<file path="src/sv/cfd_pkg.sv">
package cfd_pkg;

    localparam int unsigned IN_TDATA_W  = 8;
    localparam int unsigned RESULT_W    = 59;
    localparam int unsigned OUT_TDATA_W = 64;
    localparam int unsigned POS_W       = 17;
    localparam int unsigned LEN_W       = 16;

    localparam logic [7:0]       START_BYTE     = 8'hA5;
    localparam logic [7:0]       END_BYTE       = 8'h96;
    localparam logic [17:0]      MIN_TOTAL      = 18'd9;
    localparam logic [LEN_W-1:0] MIN_PAYLOAD    = 16'd4;
    localparam logic [17:0]      FRAME_OVERHEAD = 18'd5;
    localparam logic [16:0]      HEADER_BYTES   = 17'd3;
    localparam logic [LEN_W-1:0] MAX_DATA       = 16'd256;

    localparam logic [POS_W-1:0] POS_START   = 17'd0;
    localparam logic [POS_W-1:0] POS_LEN_LO  = 17'd1;
    localparam logic [POS_W-1:0] POS_LEN_HI  = 17'd2;
    localparam logic [POS_W-1:0] POS_CTRL    = 17'd3;
    localparam logic [POS_W-1:0] POS_PSEQ    = 17'd4;
    localparam logic [POS_W-1:0] POS_FSEQ    = 17'd5;
    localparam logic [POS_W-1:0] POS_PROT    = 17'd6;
    localparam logic [POS_W-1:0] POS_DATA    = 17'd7;
    localparam logic [POS_W-1:0] POS_MAX     = 17'h1FFFF;

    localparam logic KIND_DATA  = 1'b0;
    localparam logic KIND_CLOSE = 1'b1;

    typedef enum logic [2:0] {
        ST_OK        = 3'd0,
        ST_SHORT     = 3'd1,
        ST_FRAMING   = 3'd2,
        ST_SMALL     = 3'd3,
        ST_LENGTH    = 3'd4,
        ST_SUM       = 3'd5,
        ST_TOO_LONG  = 3'd6
    } t_status;

    // first member sits in the highest bits
    typedef struct packed {
        logic [15:0] data_count;
        logic [7:0]  protocol_id;
        logic [7:0]  frame_seq;
        logic [7:0]  packet_seq;
        logic [3:0]  function_code;
        logic        fcv_bit;
        logic        fcb_bit;
        logic        prm_bit;
        logic        dir_bit;
        t_status     status;
        logic [7:0]  data_byte;
    } t_result;

endpackage

</file>
<file path="src/sv/checksummed_frame_deframer_unit.sv">
// an accepted byte is held in the input register, and its word is then registered in the result register
// throughput: one byte per cycle while the output is not stalled, set by the single compare and add stage
// the result register takes a new word while the previous one is being drained
// reset (synchronous, active low) clears the frame state and both valid flags
// after the final byte of a buffer the frame state returns to its reset value
module checksummed_frame_deframer_unit (
    input  logic                             i_clk,
    input  logic                             i_rst_n,
    input  logic                             s_axis_tvalid,
    output logic                             s_axis_tready,
    // in_byte
    input  logic [cfd_pkg::IN_TDATA_W-1:0]   s_axis_tdata,
    input  logic                             s_axis_tlast,
    output logic                             m_axis_tvalid,
    input  logic                             m_axis_tready,
    // data_byte, status, dir_bit, prm_bit, fcb_bit, fcv_bit, function_code,
    // packet_seq, frame_seq, protocol_id, data_count, zero pad
    output logic [cfd_pkg::OUT_TDATA_W-1:0]  m_axis_tdata,
    // kind
    output logic                             m_axis_tuser
);
    import cfd_pkg::*;

    logic             r_in_valid;
    logic [7:0]       r_in_byte;
    logic             r_in_last;

    logic [POS_W-1:0] r_pos;
    logic             r_start_ok;
    logic [LEN_W-1:0] r_len;
    logic [7:0]       r_sum;
    logic [7:0]       r_ctrl;
    logic [7:0]       r_hdr [3];
    logic [7:0]       r_prev;

    logic             r_out_valid;
    logic             r_out_kind;
    t_result          r_out_data;

    logic             advance;
    logic             in_payload;
    logic [16:0]      payload_end;
    logic [17:0]      total;
    logic [17:0]      len_plus;
    logic             n_start_ok;
    logic [LEN_W-1:0] n_len;
    logic [7:0]       n_sum;
    logic [7:0]       n_ctrl;
    logic [7:0]       n_hdr [3];
    logic [LEN_W-1:0] n_count;
    t_status          n_status;
    t_result          n_result;
    logic             n_has_result;

    assign advance       = r_in_valid && (!r_out_valid || m_axis_tready);
    assign s_axis_tready = !r_in_valid || advance;

    always_comb begin
        payload_end = {1'b0, r_len} + HEADER_BYTES;
        in_payload  = (r_pos >= POS_CTRL) && (r_pos < payload_end);

        n_start_ok = (r_pos == POS_START) ? (r_in_byte == START_BYTE) : r_start_ok;
        n_len      = r_len;
        if (r_pos == POS_LEN_LO) begin
            n_len[7:0] = r_in_byte;
        end else if (r_pos == POS_LEN_HI) begin
            n_len[15:8] = r_in_byte;
        end
        n_sum  = in_payload ? (r_sum + r_in_byte) : r_sum;
        n_ctrl = (r_pos == POS_CTRL) ? r_in_byte : r_ctrl;
        n_hdr[0] = (r_pos == POS_PSEQ) ? r_in_byte : r_hdr[0];
        n_hdr[1] = (r_pos == POS_FSEQ) ? r_in_byte : r_hdr[1];
        n_hdr[2] = (r_pos == POS_PROT) ? r_in_byte : r_hdr[2];

        total    = {1'b0, r_pos} + 18'd1;
        len_plus = {2'b00, n_len} + FRAME_OVERHEAD;
        n_count  = n_len - MIN_PAYLOAD;

        if (total < MIN_TOTAL) begin
            n_status = ST_SHORT;
        end else if (!n_start_ok || (r_in_byte != END_BYTE)) begin
            n_status = ST_FRAMING;
        end else if (n_len < MIN_PAYLOAD) begin
            n_status = ST_SMALL;
        end else if (total != len_plus) begin
            n_status = ST_LENGTH;
        end else if (n_sum != r_prev) begin
            n_status = ST_SUM;
        end else if (n_count > MAX_DATA) begin
            n_status = ST_TOO_LONG;
        end else begin
            n_status = ST_OK;
        end

        n_result = '0;
        if (r_in_last) begin
            n_result.status = n_status;
            if (n_status == ST_OK) begin
                n_result.dir_bit       = n_ctrl[7];
                n_result.prm_bit       = n_ctrl[6];
                n_result.fcb_bit       = n_ctrl[5];
                n_result.fcv_bit       = n_ctrl[4];
                n_result.function_code = n_ctrl[3:0];
                n_result.packet_seq    = n_hdr[0];
                n_result.frame_seq     = n_hdr[1];
                n_result.protocol_id   = n_hdr[2];
                n_result.data_count    = n_count;
            end
        end else begin
            n_result.data_byte = r_in_byte;
        end

        n_has_result = r_in_last || ((r_pos >= POS_DATA) && (r_pos < payload_end));
    end

    always_ff @(posedge i_clk) begin
        if (!i_rst_n) begin
            r_in_valid <= 1'b0;
        end else if (s_axis_tready) begin
            r_in_valid <= s_axis_tvalid;
        end
    end

    always_ff @(posedge i_clk) begin
        if (s_axis_tready && s_axis_tvalid) begin
            r_in_byte <= s_axis_tdata;
            r_in_last <= s_axis_tlast;
        end
    end

    always_ff @(posedge i_clk) begin
        if (!i_rst_n || (advance && r_in_last)) begin
            r_pos      <= '0;
            r_start_ok <= 1'b0;
            r_len      <= '0;
            r_sum      <= '0;
            r_ctrl     <= '0;
            r_hdr[0]   <= '0;
            r_hdr[1]   <= '0;
            r_hdr[2]   <= '0;
            r_prev     <= '0;
        end else if (advance) begin
            if (r_pos != POS_MAX) begin
                r_pos <= r_pos + 17'd1;
            end
            r_start_ok <= n_start_ok;
            r_len      <= n_len;
            r_sum      <= n_sum;
            r_ctrl     <= n_ctrl;
            r_hdr[0]   <= n_hdr[0];
            r_hdr[1]   <= n_hdr[1];
            r_hdr[2]   <= n_hdr[2];
            r_prev     <= r_in_byte;
        end
    end

    always_ff @(posedge i_clk) begin
        if (!i_rst_n) begin
            r_out_valid <= 1'b0;
        end else if (advance) begin
            r_out_valid <= n_has_result;
        end else if (m_axis_tready) begin
            r_out_valid <= 1'b0;
        end
    end

    always_ff @(posedge i_clk) begin
        if (advance && n_has_result) begin
            r_out_data <= n_result;
            r_out_kind <= r_in_last ? KIND_CLOSE : KIND_DATA;
        end
    end

    assign m_axis_tvalid = r_out_valid;
    assign m_axis_tuser  = r_out_kind;
    assign m_axis_tdata  = {{(OUT_TDATA_W - RESULT_W){1'b0}}, r_out_data};

endmodule
</file>
<file path="config.mk">
export PLATFORM = sky130hd
export DESIGN_NAME = checksummed_frame_deframer_unit
export DESIGN_NICKNAME = d
export VERILOG_FILES = /design/src/sv/cfd_pkg.sv /design/src/sv/checksummed_frame_deframer_unit.sv
export SDC_FILE = /design/constraint.sdc
export NUM_CORES = 1
export LEC_CHECK = 0
export BUFFER_PORTS_ARGS = -buffer_cell sky130_fd_sc_hd__buf_2
export CAP_MARGIN = 20
export CORE_AREA = 2 2 128 130
export DETAILED_ROUTE_END_ITERATION = 6
export DIE_AREA = 0 0 130 132
export HOLD_SLACK_MARGIN = 0.15
export MAX_ROUTING_LAYER = met4
export PLACE_DENSITY_LB_ADDON = 0.2
export SLEW_MARGIN = 20
export SYNTH_ARGS = -nofsm -noshare
export SYNTH_HDL_FRONTEND = slang
export SYNTH_SLANG_ARGS = --single-unit
export TNS_END_PERCENT = 10
</file>
<file path="constraint.sdc">
create_clock -name i_clk -period 6.45 [get_ports i_clk]
set_input_delay 0.9675 -clock i_clk [delete_from_list [all_inputs] [get_ports i_clk]]
set_output_delay 0.9675 -clock i_clk [all_outputs]
set_load 0.01 [all_outputs]
</file>
==> results.sh, run 1 <==
export IMPL_ys_ff_latch=153
export IMPL_rows=46
export IMPL_drive_gt1_share_pct=16.75
export IMPL_cts_reportedPaths_clkPinSlew_ns=0.07
export IMPL_cap_viol_max_count=0
export IMPL_io_pins=80
export IMPL_timing_final_crit_share_pct=92.38
export IMPL_areaGrowthSynthToFinish_pct=12.32
export IMPL_synth_edf_count=93
export IMPL_vias_per_cell=6.132
export IMPL_syn_area_per_cell_um2=9.699
export IMPL_fillCellCount=1234
export IMPL_io_buffers=74
export IMPL_synth_commonest_cells="106 x nor2_1, 93 x edfxtp_1, 64 x nand2_1, 63 x xnor2_1, 60 x dfxtp_1"
export IMPL_die_x_um=130
export IMPL_internal_power_mw=1.812
export IMPL_initial_core_util_pct=59.38
export IMPL_ir_worst_vdd_uv=187.4
export IMPL_power_leakage_nw=4.075
export IMPL_grt_total_usage_pct=30.76
export IMPL_tns_ns=0
export IMPL_cp_slowest_cell="or4_2"
export IMPL_route_vias_total=7622
export IMPL_synth_yosys_seq_area_share_pct=42.81
export IMPL_critical_path_class="reg -> reg"
export IMPL_worstPathCellList="ha_1 > nor4b_1 > and4_1 > nor2_1 > a21oi_1 > inv_1 > ha_1 > a21oi_1 > xor2_1 > xnor2_1 > xnor2_1 > nand3_1 > a2111oi_0 > o31a_1 > nand3_1 > or4_2 > buf_12 > nor2_1"
export IMPL_yosysMostFrequentCell="nor2_1"
export IMPL_hold_buffers=0
export IMPL_maxSlewHeadroom_pct=34.45
export IMPL_gp_congestion=1.004
export IMPL_finalMaxSlewViolations=0
export IMPL_overflow=0
export IMPL_cts_root_buffer="clkbuf_16"
export IMPL_arrival_ns=6.24
export IMPL_cts_buffers=17
export IMPL_synth_area_leader_cell="edfxtp_1"
export IMPL_async_reset_ff_share_pct=0
export IMPL_die_area_um2=17160
export IMPL_worst_slew_pin_slew_ns=0.9832
export IMPL_setup_viol=0
export IMPL_met3_length_um=2351
export IMPL_drtIter0Drc=964
export IMPL_drtAntennaViolNets=0
export IMPL_cts_sinks=153
export IMPL_clock_skew_ns=0.01371
export IMPL_coreArea_um2=15710
export IMPL_max_freq_mhz=167.8
export IMPL_dp_hpwl_um=17510
export IMPL_ys_top_cells_by_area="edfxtp_1 30%, dfxtp_1 13%, mux2i_1 6.2%"
export IMPL_first_pass_iters=5
export IMPL_cts_resized=0
export IMPL_fin_crit_ns=5.959
export IMPL_seqPwrFrac_pct=44.9
export IMPL_hold_violations=0
export IMPL_cpPeakStageDelay_ns=0.89
export IMPL_ys_dominant_reg_cell="edfxtp_1"
export IMPL_met2WireLength_um=11180
export IMPL_clk_latency_ns=0.43
export IMPL_netSwitchingPower_mw=0.6239
export IMPL_m1WireLength_um=10820
export IMPL_critPathLaunchType="register"
export IMPL_combPwrFrac_pct=9.2
export IMPL_path_max_fanout=24
export IMPL_yosysWarnings=0
export IMPL_cts_tree="done"
export IMPL_crit_required_ns=6.73
export IMPL_grt_pass1_wl_um=39500
export IMPL_routedWlPerCell_um=20.12
export IMPL_power_density_nw_per_um2=232.4
export IMPL_drcViolationCount=0
export IMPL_antenna_found_initial=0
export IMPL_pwr_share_clk_pct=45.8
export IMPL_antenna_cells=0
export IMPL_grt_pass1_vias=7102
export IMPL_fp_dieH_um=132
export IMPL_ys_types=74
export IMPL_outcome="completed"
export IMPL_synth_cells=962
export IMPL_p_sw_share_pct=25.61
export IMPL_critPathCaptureType="register"
export IMPL_top_layer_used="met4"
export IMPL_syn_area_um2=9330
export IMPL_postRouteWirelength_um=25010
export IMPL_synth_top_area_share_pct=29.93
export IMPL_grt_max_degree=40
export IMPL_rsz0062_at_grt="no"
export IMPL_clockBufferDepth=2
export IMPL_p_total_mw=2.436
export IMPL_cts_setup_buffers=0
export IMPL_htree_levels=4
export IMPL_holdCritPathClass="reg -> reg"
export IMPL_nets=1063
## path summary, 6_finish.rpt
check                  start               end  slack, ns  cells after the start
hold reg to reg   r_start_ok        r_start_ok       0.47                      2
hold / removal    r_start_ok        r_start_ok       0.47                      2
setup / recovery    r_pos[0]  m_axis_tdata[28]       0.49                     18
setup reg to reg    r_pos[0]  m_axis_tdata[28]       0.49                     18
## per-layer routing
layer	vias to the layer above	global-route usage, %
met3	48	5.073
met5	-	-
met2	403	44.27
met1	3628	44.33
met4	0	10.04
li1	3543	-
## flip-flops by register name, indices dropped and copies added, names as in the netlist
| register | count |
|---|---|
| r_prev | 8 |
| r_pos | 17 |
| r_in_valid | 1 |
| r_len | 16 |
| r_in_last | 1 |
| r_start_ok | 1 |
| m_axis_tuser | 1 |
| r_sum | 8 |
| r_ctrl | 8 |
| r_in_byte | 8 |
| m_axis_tvalid | 1 |
| m_axis_tdata | 59 |
| r_hdr | 24 |
## through the flow
step	hold WS, ns	utilization [%]	cell area, µm²	instances	worst slack [ns]
finish	0.4680	66.70	10480	1243	0.4915
global route	0.4935	66.70	10480	1243	0.1784
CTS	0.4636	66.70	10480	1243	0.5917
detailed placement	0.4541	62.53	9824	1211	0.6466
global placement	0.4442	62.53	9824	1211	0.9402
floorplan	0.4310	-	9371	973	0.7977
## cells by family after synthesis
group	share of synthesized area, %
buffers and inverters	4.814
XOR/XNOR	9.494
AO/OA/AOI/OAI	11.12
other	0.04019
AND/OR/NAND/NOR	20.24
multiplexers	6.584
adder cells (fa/ha/maj)	4.908
flip-flops	42.81
## cell type report
cell class	instances	area (µm²)	share of cell area (%)
sequential	153	3994	38.11
inverter	26	97.59	0.9312
tap	216	270.3	2.579
clock inverter	15	230.2	2.197
timing repair buffer	93	525.5	5.014
multi-input combinational	723	4937	47.11
clock buffer	17	425.4	4.059
## worst max-delay path: cells and delay by family (launching register included)
kind | cells | cell delay (ns)
AO/OA/AOI/OAI | 4 | 1.41
XOR/XNOR | 3 | 0.51
adder cells (fa/ha/maj) | 2 | 0.52
buffers and inverters | 2 | 0.40
flip-flops | 1 | 0.51
AND/OR/NAND/NOR | 7 | 2.44
## layout by cell type (no fill, tap or decap), drive strengths merged, types with 9 or more instances in the layout
master	instances
a21oi	37
a22o	25
and3	17
buf	93
clkbuf	17
conb	12
dfxtp	60
edfxtp	93
ha	35
inv	34
mux2i	58
nand2	64
nand2b	9
nand3	37
nand4	20
nor2	136
nor2b	10
nor3	20
nor4	9
o21ai	29
or3	10
xnor2	63
xor2	33
## power groups by stage
stage	Clock, mW	Combinational (mW)	Sequential (mW)
after floorplan	0	0.156	1.11
after global placement	0	0.218	1.11
after detailed placement	0	0.219	1.11
after CTS	1.12	0.220	1.09
after global routing	1.16	0.244	1.10
final	1.12	0.225	1.09
(Power assumes the default switching activity.)
==> run 2, diff against run 1 <==
--- a/config.mk
+++ b/config.mk
@@ -8,13 +8,13 @@
 export BUFFER_PORTS_ARGS = -buffer_cell sky130_fd_sc_hd__buf_2
 export CAP_MARGIN = 20
 export CORE_AREA = 2 2 128 130
+export CTS_BUF_LIST = sky130_fd_sc_hd__clkbuf_8
 export DETAILED_ROUTE_END_ITERATION = 6
 export DIE_AREA = 0 0 130 132
 export HOLD_SLACK_MARGIN = 0.15
 export MAX_ROUTING_LAYER = met4
-export PLACE_DENSITY_LB_ADDON = 0.2
+export PLACE_DENSITY = 0.8
 export SLEW_MARGIN = 20
 export SYNTH_ARGS = -nofsm -noshare
 export SYNTH_HDL_FRONTEND = slang
 export SYNTH_SLANG_ARGS = --single-unit
-export TNS_END_PERCENT = 10
==> run 2 against run 1 <==
  * Die area unchanged
  * Via count decreased by 0.35%
  * Combinational power is 2% lower
  * Wire length shrank 3.1%
  * Cell count unchanged
  * Clock skew rose by 0.012 ns
  * Critical path depth unchanged
  * Global-route usage shrank 0.95 points
  * Register-to-register slack improved by 0.02 ns
  * First-iteration DRC count down 32%
  * Largest cell class unchanged
==> results.sh, run 2 (same netlist as run 1, synthesis figures left out) <==
export IMPL_dp_hpwl_um=16710
export IMPL_cts_reportedPaths_clkPinSlew_ns=0.10
export IMPL_clk_latency_ns=0.47
export IMPL_critical_path_class="reg -> reg"
export IMPL_drive_gt1_share_pct=16.85
export IMPL_final_common_cell="nor2_1"
export IMPL_cts_tree="done"
export IMPL_hold_violations=0
export IMPL_critPathLaunchType="register"
export IMPL_max_freq_mhz=168.4
export IMPL_antenna_cells=0
export IMPL_cts_sinks=153
export IMPL_rows=46
export IMPL_first_pass_iters=5
export IMPL_cts_root_buffer="clkbuf_8"
export IMPL_internal_power_mw=1.480
export IMPL_grt_max_degree=62
export IMPL_setup_viol=0
export IMPL_power_leakage_nw=3.963
export IMPL_finalMaxSlewViolations=0
export IMPL_initial_core_util_pct=59.38
export IMPL_crit_required_ns=6.74
export IMPL_cts_setup_buffers=0
export IMPL_drtAntennaViolNets=0
export IMPL_busiest_layer="met2"
export IMPL_outcome="completed"
export IMPL_drtIter0Drc=651
export IMPL_path_max_fanout=37
export IMPL_cts_buffers=17
export IMPL_overflow=0
export IMPL_arrival_ns=6.22
export IMPL_clockBufferDepth=2
export IMPL_grt_pass1_wl_um=38550
export IMPL_cap_viol_max_count=0
export IMPL_combPwrFrac_pct=10.5
export IMPL_critPathCaptureType="register"
export IMPL_io_buffers=74
export IMPL_timing_final_crit_share_pct=92.05
export IMPL_hold_buffers=0
export IMPL_die_x_um=130
export IMPL_grt_pass1_vias=7122
export IMPL_fin_crit_ns=5.937
export IMPL_largest_reg_flops=59
export IMPL_tns_ns=0
export IMPL_antenna_found_initial=0
export IMPL_die_area_um2=17160
export IMPL_io_pins=80
export IMPL_htree_levels=4
export IMPL_worst_slew_pin_slew_ns=1.099
export IMPL_clock_skew_ns=0.02603
export IMPL_fp_dieH_um=132
export IMPL_power_density_nw_per_um2=205.7
export IMPL_gr_usage_met1_pct=40.91
export IMPL_coreArea_um2=15710
export IMPL_postRouteWirelength_um=24240
export IMPL_holdCritPathClass="reg -> reg"
export IMPL_nets=1063
export IMPL_use_met2_pct=45.14
export IMPL_pwr_share_clk_pct=37.6
export IMPL_p_sw_share_pct=29.78
export IMPL_gp_congestion=1.019
export IMPL_grt_total_usage_pct=29.82
export IMPL_areaGrowthSynthToFinish_pct=9.763
export IMPL_vias_per_cell=6.110
export IMPL_route_vias_total=7595
export IMPL_rsz0062_at_grt="no"
export IMPL_p_total_mw=2.107
export IMPL_seqPwrFrac_pct=51.9
export IMPL_fillCellCount=1263
export IMPL_ir_worst_vdd_uv=187.7
export IMPL_maxSlewHeadroom_pct=26.75
export IMPL_final_cell_mix="105 x nor2_1, 93 x edfxtp_1, 74 x buf_2"
export IMPL_drcViolationCount=0
export IMPL_routedWlPerCell_um=19.50
export IMPL_grt_util_met3_pct=4.870
export IMPL_netSwitchingPower_mw=0.6274
[run 2: per-layer routing]
| metal | up-vias | wire, µm |
|---|---|---|
| li1 | 3527 | - |
| met1 | 3631 | 10400 |
| met2 | 380 | 11170 |
| met3 | 57 | 1919 |
| met4 | 0 | 758 |
| met5 | - | 0 |
[run 2: final timing paths]
check                     endpoint  depth (start not counted)  slack (ns)        from
hold / removal          r_start_ok                          2        0.48  r_start_ok
hold reg to reg         r_start_ok                          2        0.48  r_start_ok
setup / recovery  m_axis_tdata[27]                         18        0.51    r_pos[0]
setup reg to reg  m_axis_tdata[27]                         18        0.51    r_pos[0]
[run 2: cell type report]
| class | instances | area (µm²) | area share, % |
|---|---|---|---|
| Clock buffer | 17 | 234.0 | 2.285 |
| Timing Repair Buffer | 93 | 513.0 | 5.009 |
| Multi-Input combinational cell | 723 | 4938 | 48.22 |
| Tap cell | 216 | 270.3 | 2.639 |
| Sequential cell | 153 | 3994 | 39.00 |
| Inverter | 26 | 97.59 | 0.9530 |
| Clock inverter | 15 | 193.9 | 1.894 |
[run 2: repair_timing]
action | in CTS | in global routing
hold endpoints to repair | 0 | 0
resized for setup | 0 | 1
setup endpoints to repair | 0 | 1
[run 2: worst max-delay path: stages (launching register included)]
cell	delay, ns
dfxtp_1	0.51
ha_1	0.30
nor4b_1	0.33
and4_2	0.54
nor2_1	0.07
a21oi_1	0.38
inv_1	0.09
ha_1	0.24
a21oi_1	0.46
xor2_1	0.22
xnor2_1	0.16
xnor2_1	0.16
nand3_1	0.10
a2111oi_0	0.46
o31a_1	0.29
nand3_1	0.13
or4_2	0.69
buf_4	0.36
nor2_1	0.23
[run 2: metrics by stage]
step           utilization (%)  area [µm²]  std cells  hold slack, ns  setup WS [ns]
6_report                 65.18       10240       1243          0.4847         0.5126
5_1_grt                  65.18       10240       1243          0.5124         0.1519
4_1_cts                  65.17       10240       1243          0.4893         0.5171
3_5_place_dp             62.45        9812       1211          0.4633         0.5755
3_3_place_gp             62.45        9812       1211          0.4441         0.9280
2_1_floorplan                -        9371        973          0.4310         0.7977
[run 2: power groups by stage]
stage / Sequential, mW / Clock, mW / Combinational (mW)
after floorplan: 1.11 / 0 / 0.156
after global placement: 1.11 / 0 / 0.214
after detailed placement: 1.12 / 0 / 0.216
after CTS: 1.09 / 0.797 / 0.217
after global routing: 1.10 / 0.833 / 0.239
final: 1.09 / 0.792 / 0.221
